==> src/rtl/core/rbgma_pkg.sv <==
// Package for the RBG mask allocator: widths, types and bit-level helper functions.
`default_nettype none
package rbgma_pkg;

  localparam int GROUPS = 32;
  localparam int CNT_W  = 6;
  localparam int IDX_W  = 5;
  localparam int LEVELS = 5;

  localparam logic [CNT_W-1:0] MASK_SIZE_RESET = 6'd25;

  typedef logic [GROUPS-1:0] grp_mask_t;
  typedef logic [CNT_W-1:0]  grp_cnt_t;
  typedef logic [IDX_W-1:0]  grp_idx_t;

  function automatic grp_cnt_t popcnt(grp_mask_t v);
    grp_cnt_t s [GROUPS];
    for (int i = 0; i < GROUPS; i++) begin
      s[i] = {{(CNT_W-1){1'b0}}, v[i]};
    end
    for (int l = 0; l < LEVELS; l++) begin
      for (int k = 0; k < (GROUPS >> (l + 1)); k++) begin
        s[k] = s[2*k] + s[2*k+1];
      end
    end
    return s[0];
  endfunction

  function automatic grp_cnt_t run_len(grp_mask_t v, int unsigned start);
    logic [GROUPS:0] x;
    logic [GROUPS:0] low;
    grp_cnt_t        n;
    x   = {1'b1, ~(v >> start)};
    low = x & (~x + {{GROUPS{1'b0}}, 1'b1});
    n   = '0;
    for (int b = 0; b <= GROUPS; b++) begin
      if (low[b]) begin
        n = n | CNT_W'(b);
      end
    end
    return n;
  endfunction

  function automatic grp_mask_t range_mask(grp_idx_t start, grp_cnt_t len);
    logic [CNT_W:0] lo;
    logic [CNT_W:0] hi;
    grp_mask_t      m;
    lo = {2'b00, start};
    hi = {2'b00, start} + {1'b0, len};
    for (int j = 0; j < GROUPS; j++) begin
      m[j] = ((CNT_W+1)'(j) >= lo) && ((CNT_W+1)'(j) < hi);
    end
    return m;
  endfunction

endpackage
`default_nettype wire

==> src/rtl/core/rbg_mask_allocator.sv <==
// Top level of the RBG mask allocator: input register, single-pass allocation, result register.
`default_nettype none
// Accepts one request per cycle unless out_ready stalls the output; each request passes
// through the input register and its result through the result register, one result per cycle
// sustained. The rate is set by the single pass of run-length, first-fit, longest-run and
// prefix-count logic between the input register and the result register. The mask size
// register is used during the allocation pass; write it only while the block is idle.
module rbg_mask_allocator
  import rbgma_pkg::*;
#(
  parameter int MAX_GROUPS = 32
) (
  input  wire logic        clk,
  input  wire logic        rst_n,
  input  wire logic        cfg_valid,
  output logic             cfg_ready,
  input  wire logic [5:0]  cfg_mask_size,
  input  wire logic        in_valid,
  output logic             in_ready,
  input  wire logic [31:0] in_used_mask,
  input  wire logic [5:0]  in_want_size,
  input  wire logic        in_contiguous,
  output logic             out_valid,
  input  wire logic        out_ready,
  output logic [31:0]      out_alloc_mask,
  output logic [5:0]       out_alloc_count
);

  localparam grp_cnt_t SIZE_LIMIT = CNT_W'((MAX_GROUPS < GROUPS) ? MAX_GROUPS : GROUPS);

  grp_cnt_t  mask_size_r;
  logic      s1_valid_r;
  grp_mask_t used_r;
  grp_cnt_t  want_r;
  logic      contig_r;
  logic      out_valid_r;
  grp_mask_t alloc_mask_r;
  grp_cnt_t  alloc_count_r;

  logic      s1_adv;
  grp_cnt_t  eff_size;
  grp_mask_t size_mask;
  grp_mask_t free_bits;
  grp_cnt_t  len [GROUPS];
  grp_mask_t fit;
  grp_mask_t fit_low;
  grp_idx_t  fit_idx;
  logic      fit_found;
  grp_cnt_t  tl [LEVELS+1][GROUPS];
  grp_idx_t  ti [LEVELS+1][GROUPS];
  grp_cnt_t  best_len;
  grp_idx_t  best_idx;
  grp_mask_t scat_mask;
  grp_cnt_t  free_cnt;
  grp_mask_t alloc_mask_nxt;
  grp_cnt_t  alloc_count_nxt;

  assign cfg_ready       = 1'b1;
  assign s1_adv          = s1_valid_r && (!out_valid_r || out_ready);
  assign in_ready        = !s1_valid_r || s1_adv;
  assign out_valid       = out_valid_r;
  assign out_alloc_mask  = alloc_mask_r;
  assign out_alloc_count = alloc_count_r;

  always_ff @(posedge clk) begin
    if (!rst_n) begin
      mask_size_r <= MASK_SIZE_RESET;
      s1_valid_r  <= 1'b0;
      out_valid_r <= 1'b0;
    end else begin
      if (cfg_valid) begin
        mask_size_r <= cfg_mask_size;
      end
      if (in_ready) begin
        s1_valid_r <= in_valid;
      end
      if (s1_adv) begin
        out_valid_r <= 1'b1;
      end else if (out_ready) begin
        out_valid_r <= 1'b0;
      end
    end
  end

  always_ff @(posedge clk) begin
    if (in_ready && in_valid) begin
      used_r   <= in_used_mask;
      want_r   <= in_want_size;
      contig_r <= in_contiguous;
    end
    if (s1_adv) begin
      alloc_mask_r  <= alloc_mask_nxt;
      alloc_count_r <= alloc_count_nxt;
    end
  end

  always_comb begin
    eff_size = (mask_size_r > SIZE_LIMIT) ? SIZE_LIMIT : mask_size_r;
    for (int i = 0; i < GROUPS; i++) begin
      size_mask[i] = CNT_W'(i) < eff_size;
    end
    free_bits = ~used_r & size_mask;

    for (int i = 0; i < GROUPS; i++) begin
      len[i] = run_len(free_bits, i);
      fit[i] = (want_r != '0) && (len[i] >= want_r);
    end

    fit_found = |fit;
    fit_low   = fit & (~fit + {{(GROUPS-1){1'b0}}, 1'b1});
    fit_idx   = '0;
    for (int i = 0; i < GROUPS; i++) begin
      if (fit_low[i]) begin
        fit_idx = fit_idx | IDX_W'(i);
      end
    end

    for (int l = 0; l <= LEVELS; l++) begin
      for (int k = 0; k < GROUPS; k++) begin
        tl[l][k] = '0;
        ti[l][k] = '0;
      end
    end
    for (int i = 0; i < GROUPS; i++) begin
      tl[0][i] = len[i];
      ti[0][i] = IDX_W'(i);
    end
    for (int l = 0; l < LEVELS; l++) begin
      for (int k = 0; k < (GROUPS >> (l + 1)); k++) begin
        if (tl[l][2*k+1] > tl[l][2*k]) begin
          tl[l+1][k] = tl[l][2*k+1];
          ti[l+1][k] = ti[l][2*k+1];
        end else begin
          tl[l+1][k] = tl[l][2*k];
          ti[l+1][k] = ti[l][2*k];
        end
      end
    end
    best_len = tl[LEVELS][0];
    best_idx = ti[LEVELS][0];

    for (int i = 0; i < GROUPS; i++) begin
      scat_mask[i] = free_bits[i] && (popcnt(free_bits & grp_mask_t'((64'd1 << i) - 64'd1))
                     < want_r);
    end
    free_cnt = popcnt(free_bits);

    if (contig_r) begin
      if (want_r == '0) begin
        alloc_mask_nxt  = '0;
        alloc_count_nxt = '0;
      end else if (fit_found) begin
        alloc_mask_nxt  = range_mask(fit_idx, want_r);
        alloc_count_nxt = want_r;
      end else begin
        alloc_mask_nxt  = range_mask(best_idx, best_len);
        alloc_count_nxt = best_len;
      end
    end else begin
      alloc_mask_nxt  = scat_mask;
      alloc_count_nxt = (want_r < free_cnt) ? want_r : free_cnt;
    end
  end

endmodule
`default_nettype wire

==> config.mk <==
export PLATFORM = sky130hd
export DESIGN_NAME = rbg_mask_allocator
export DESIGN_NICKNAME = d
export VERILOG_FILES = /design/src/rtl/core/rbgma_pkg.sv /design/src/rtl/core/rbg_mask_allocator.sv
export SDC_FILE = /design/constraint.sdc
export NUM_CORES = 1
export LEC_CHECK = 0
export BUFFER_PORTS_ARGS = -buffer_cell sky130_fd_sc_hd__clkbuf_2
export CAP_MARGIN = 20
export CORE_UTILIZATION = 45
export CTS_CLUSTER_SIZE = 16
export DETAILED_ROUTE_END_ITERATION = 8
export PLACE_DENSITY = 0.66
export SYNTH_ARGS = -nofsm -noshare
export SYNTH_HDL_FRONTEND = slang
export SYNTH_SLANG_ARGS = --single-unit
==> constraint.sdc <==
create_clock -name clk -period 15.7 [get_ports clk]
set_clock_uncertainty 0.1 [all_clocks]
set_input_delay 0.785 -clock clk [delete_from_list [all_inputs] [get_ports clk]]
set_output_delay 0.785 -clock clk [all_outputs]
set_load 0.02 [all_outputs]
==> reports/metrics.cfg, run 1 <==
[finish]
multi_input_area_um2=22800
post-route-util=0.509
finalNetCount=4268
drive_above_1_share=0.130
syn_to_final_growth_pct=10.7
num-fill-cells=5907
regArea_um2=2480
stdcell_count=4417

[drt]
vias_per_cell=6.95
vias=30700
wl_um=145000
drt_iter0_markers=4011
antenna_left=0
firstDrtPassIters=8
wl_per_cell_um=32.8
drc=0

[place]
placed_cells=4396
gp_congestion=1.13
dp_hpwl_um=118000
io_buffers=89

[clocking]
cts_sinks=85
cts_tree=yes
clk_latency_ns=0.41
cts_buffer_depth=2
root_buffer=clkbuf_16
cts.clk_slew.worst_paths_ns=0.08
htree_levels=3
cts_made_buffers=9

[die]
initial_core_util=0.459
fp.dieW_um=246
die-area_um2=60300
rows=88
fp.dieH_um=246
top_level_ports=91
fp.coreArea_um2=58100

[worst_setup_path]
arrival_ns=15.17
cp_max_fo=16
crit_end=out_alloc_mask[6]
endpoint_kind=register
required_ns=15.74
crit_type=reg -> reg
startpoint=mask_size_r[3]
r2r_slack_ns=0.57
worstReg2RegStart=mask_size_r[3]
crit_path_start_kind=register
slowest_stage=nor3_1
ff2ff_path_depth=65
crit_path_max_incr_delay_ns=0.62
r2r_end=out_alloc_mask[6]
cp_common_cell=ha_1

[synthesis]
async_reset_ff_frac=0
synth-seq-cells=85
syn-num-nets=4071
synth_area_um2=26700
synth_edf_count=77
syn_area_per_cell_um2=7.75
ys_seq_area_frac=0.0926
ys_warn_count=0
synth_ff_type=edfxtp_1
synth_cells=3448
post_synth_num_cell_types=121

[timing]
hold_viol_final=0
relSlewSlack=0.0975
min_period_ns=15.13
post-route-period-util=0.964
report.final.slew_viol_count=0
fmax_mhz=66.1
tightestPinTransition_ns=1.34
fin_setup_tns_ns=0
setup_viol=0
rsz0062_at_grt=no

[grt]
grt_usage=0.475
antenna_found_initial=7
grt_pass1_wl_um=208000
grt_start_max_net_pins=70
grt_pass1_vias=29400
grt-ovfl-total=0

[flow_run]
max-cap-violations=0

[worst_hold_path]
hold_path_class=reg -> reg

[status]
status=finished, final reports clean

flip-flops by register name, summed over array words and instances, names as in the netlist:
name,count
out_alloc_mask,32
s1_valid_r,1
want_r,6
contig_r,1
used_r,32
out_alloc_count,6
out_valid,1
mask_size_r,6
final cells by class:
cell class | count | share of cell area
Multi-Input combinational cell | 3002 | 0.772
Clock inverter | 7 | 0.00271
Timing Repair Buffer | 302 | 0.0700
Antenna cell | 2 | 0.000169
Sequential cell | 85 | 0.0840
Clock buffer | 9 | 0.00761
Inverter | 245 | 0.0312
Tap cell | 765 | 0.0324
cell usage after synthesis (27+ instances only):
cell | number | area (um^2)
ha_1 | 504 | 6310
nand2_1 | 291 | 1090
a21oi_1 | 283 | 1420
o21ai_0 | 243 | 1220
inv_1 | 229 | 860
nor2_1 | 210 | 788
a21o_1 | 106 | 796
nor3_1 | 94 | 470
nand3_1 | 92 | 460
nand2b_1 | 87 | 544
nor2b_1 | 82 | 513
edfxtp_1 | 77 | 2310
fa_1 | 69 | 1380
clkbuf_1 | 68 | 255
a31oi_1 | 60 | 375
o211ai_1 | 59 | 443
a211oi_1 | 49 | 368
xnor2_1 | 49 | 429
mux2i_1 | 47 | 470
o21a_1 | 41 | 308
and2_1 | 39 | 244
and3_1 | 35 | 219
xor2_1 | 34 | 298
nor4_1 | 28 | 175
nand4_1 | 27 | 169
kinds of logic (layout without fill, tap and decap cells):
logic type,after synthesis,in the layout,synth area share
buf+inv,361,563,0.0558
flops,85,85,0.0926
fa+ha+maj,573,573,0.288
compound gates,1173,1173,0.296
xor+xnor,83,83,0.0272
mux,70,70,0.0278
simple gates,1102,1102,0.213
other cells,1,3,0.000140
metrics by stage:
| stage | worst slack, ns | cell area, um^2 | hold slack, ns |
|---|---|---|---|
| CTS | 0.486 | 29500 | 0.424 |
| floorplan | 1.56 | 26700 | 0.377 |
| finish | 0.570 | 29600 | 0.424 |
| detailed placement | 0.547 | 29200 | 0.418 |
| global placement | 0.742 | 29200 | 0.410 |
| global route | 0.0598 | 29600 | 0.444 |
cell usage in the layout, fill, tap and decap left out, types with 81 or more instances in the layout:
master    instances
ha_1            502
nand2_1         289
a21oi_1         281
o21ai_0         238
inv_1           225
buf_4           209
nor2_1          206
a21o_1          106
nand3_1          92
nor3_1           92
clkbuf_2         89
nand2b_1         87
nor2b_1          81
timing repair:
item	in CTS	in global routing
resized for setup	0	25
setup buffers	0	2
hold buffers	0	0
hold endpoints to repair	0	0
endpoints found under the setup margin	0	32
critical path: cells and delay by family (launching register included):
| family | cells | cell delay [ns] |
|---|---|---|
| buffers and inverters | 9 | 1.70 |
| flip-flops | 1 | 0.42 |
| AO/OA/AOI/OAI | 29 | 6.31 |
| AND/OR/NAND/NOR | 18 | 3.60 |
| multiplexers | 1 | 0.38 |
| adder cells (fa/ha/maj) | 8 | 2.35 |
per-layer routing:
layer  global-route usage  part of all wire  up-vias
li1                     -                 -    13400
met1                0.573              0.38    14600
met2                0.716              0.42     2073
met3                0.146              0.12      642
met4                0.337             0.085       12
met5                    0           0.00083        -
worst min-delay path by stage:
| stage | startpoint | to | slack [ns] | depth (start not counted) |
|---|---|---|---|---|
| 2_1_floorplan | s1_valid_r | out_valid | 0.38 | 1 |
| 3_3_place_gp | s1_valid_r | out_valid | 0.41 | 1 |
| 3_5_place_dp | s1_valid_r | out_valid | 0.42 | 1 |
| 4_1_cts | s1_valid_r | out_valid | 0.42 | 1 |
| 5_1_grt | in_want_size[3] | want_r[3] | 0.44 | 1 |
| 6_report | s1_valid_r | out_valid | 0.42 | 1 |
Power of run 1 is left out: the tool's default activity adds up to more than one toggle a clock period on the data nets, which glitch-free logic cannot reach.
==> run 2: changes to the inputs <==
- REMOVE_ABC_BUFFERS: not set -> 1
- clock period: 15.7 -> 19.1 ns (I/O delays scaled with it)
==> run 2 against run 1 <==
Against the previous run:
- first-iteration DRC count shrank 0.67%
- sequential share of layout area grew 0.21 points
- fmax shrank 15%
- register-to-register slack gained 0.74 ns
- utilization shrank 1.5 points
- clock-buffer cell count grew 1
- hold slack gained 0.0057 ns
- critical path depth shrank 2
- critical endpoint is now out_alloc_mask[5]
- largest cell class unchanged
- highest routed layer unchanged
==> reports/metrics.cfg, run 2 (synthesis results as in run 1) <==
[clocking]
cts_buffer_depth=2  ; unchanged
cts_hold_buf=0  ; unchanged
root_buffer=clkbuf_16  ; unchanged
htree_levels=3  ; unchanged
cts_sinks=85  ; unchanged
cts_setup_buffers=0  ; unchanged
cts.clk_slew.worst_paths_ns=0.08  ; about the same
cts_tree=yes  ; unchanged
clk_latency_ns=0.43  ; was 0.41 ns
cts_made_buffers=9  ; unchanged
post_cts_resized=0  ; unchanged

[finish]
drive_above_1_share=0.0995  ; was 0.130
num-fill-cells=5918  ; was 5907
layout_commonest_cell=ha_1  ; unchanged
multi_input_area_um2=22800  ; about the same
finalNetCount=4164  ; was 4268
syn_to_final_growth_pct=7.53  ; was 10.7%
final_cell_mix=504 x ha_1, 291 x nand2_1, 283 x a21oi_1  ; was 502 x ha_1, 289 x nand2_1, 281 x a21oi_1
regArea_um2=2470  ; was 2480 um^2

[timing]
post-route-period-util=0.932  ; was 0.964
fin_setup_tns_ns=0  ; unchanged
fmax_mhz=56.2  ; was 66.1 MHz
whs_ns=0.430  ; was 0.424 ns
min_period_ns=17.79  ; was 15.13 ns
relSlewSlack=0.150  ; was 0.0975
tightestPinTransition_ns=1.27  ; was 1.34 ns
rsz0062_at_grt=no  ; unchanged
setup_viol=0  ; unchanged
hold_viol_final=0  ; unchanged
report.final.slew_viol_count=0  ; unchanged

[worst_hold_path]
hold_path_class=reg -> reg  ; unchanged

[drt]
firstDrtPassIters=8  ; unchanged
vias_per_cell=6.98  ; was 6.95
drc=0  ; unchanged
vias=30100  ; was 30700
antenna_left=0  ; unchanged
wl_um=140000  ; was 145000 um
wl_per_cell_um=32.4  ; was 32.8 um
drt_iter0_markers=3984  ; was 4011

[place]
io_buffers=89  ; unchanged
dp_hpwl_um=111000  ; was 118000 um
gp_congestion=1.18  ; was 1.13

[die]
rows=88  ; unchanged
fp.coreArea_um2=58100  ; unchanged
initial_core_util=0.459  ; unchanged
top_level_ports=91  ; unchanged
die-area_um2=60300  ; unchanged
fp.dieW_um=246  ; unchanged
fp.dieH_um=246  ; unchanged

[worst_setup_path]
slowest_stage=nor4_1  ; was nor3_1
arrival_ns=17.85  ; was 15.17 ns
crit_path_max_incr_delay_ns=0.88  ; was 0.62 ns
cp_max_fo=40  ; was 16
crit_type=reg -> reg  ; unchanged
required_ns=19.16  ; was 15.74 ns
endpoint_kind=register  ; unchanged
cp_common_cell=ha_1  ; unchanged
crit_path_start_kind=register  ; unchanged

[grt]
grt_usage=0.459  ; was 0.475
grt-ovfl-total=0  ; unchanged
grt_pass1_vias=28600  ; was 29400
grt_start_max_net_pins=70  ; unchanged
antenna_found_initial=8  ; was 7
grt_pass1_wl_um=201000  ; was 208000 um

[status]
status=finished, final reports clean  ; unchanged

[flow_run]
max-cap-violations=0  ; unchanged

==> run 2: cell count changes in the layout (fill, tap and decap cells not counted), moves of 3 or more <==
cell / change
buf_4: -106
dfxtp_1: +5
diode_2: +4
nor2_1: +4
nor2_2: -4
dfxtp_2: -3
o21ai_0: +3
==> run 2: path summary, 6_finish.rpt <==
check / start / to / slack (ns) / depth (start not counted)
hold / removal: s1_valid_r / out_valid / 0.43 / 1
setup reg to reg: mask_size_r[5] / out_alloc_mask[5] / 1.31 / 63
setup / recovery: mask_size_r[5] / out_alloc_mask[5] / 1.31 / 63
hold reg to reg: s1_valid_r / out_valid / 0.43 / 1
==> run 2: area by class of cell <==
cell class,instances,share of cell area
Inverter,245,0.0321
Clock inverter,6,0.00152
Tap cell,765,0.0333
Sequential cell,85,0.0861
Clock buffer,10,0.00832
Timing Repair Buffer,198,0.0447
Antenna cell,6,0.000523
Multi-Input combinational cell,3002,0.793
==> run 2: per-stage QoR <==
stage	utilization	instances	setup slack (ns)	cell area [um^2]
floorplan	-	3332	3.06	26100
detailed placement	0.488	4291	2.00	28400
global route	0.494	4312	0.509	28700
global placement	0.488	4289	2.30	28400
CTS	0.493	4307	1.93	28700
finish	0.494	4317	1.31	28700
==> run 2: worst max-delay path: cells and delay by family, from the launching register on <==
kind,cells,cell delay [ns]
multiplexers,1,0.12
buffers and inverters,7,1.92
flip-flops,1,0.61
AND/OR/NAND/NOR,19,5.62
adder cells (fa/ha/maj),8,2.77
AO/OA/AOI/OAI,28,6.36
==> run 2: per-layer routing <==
layer | vias up | track usage | share of wire
li1 | 13200 | - | -
met5 | - | 0.0106 | 0.00099
met1 | 14200 | 0.540 | 0.37
met4 | 10 | 0.330 | 0.091
met2 | 2114 | 0.686 | 0.41
met3 | 683 | 0.163 | 0.12
Power of run 2 is left out for the same reason.
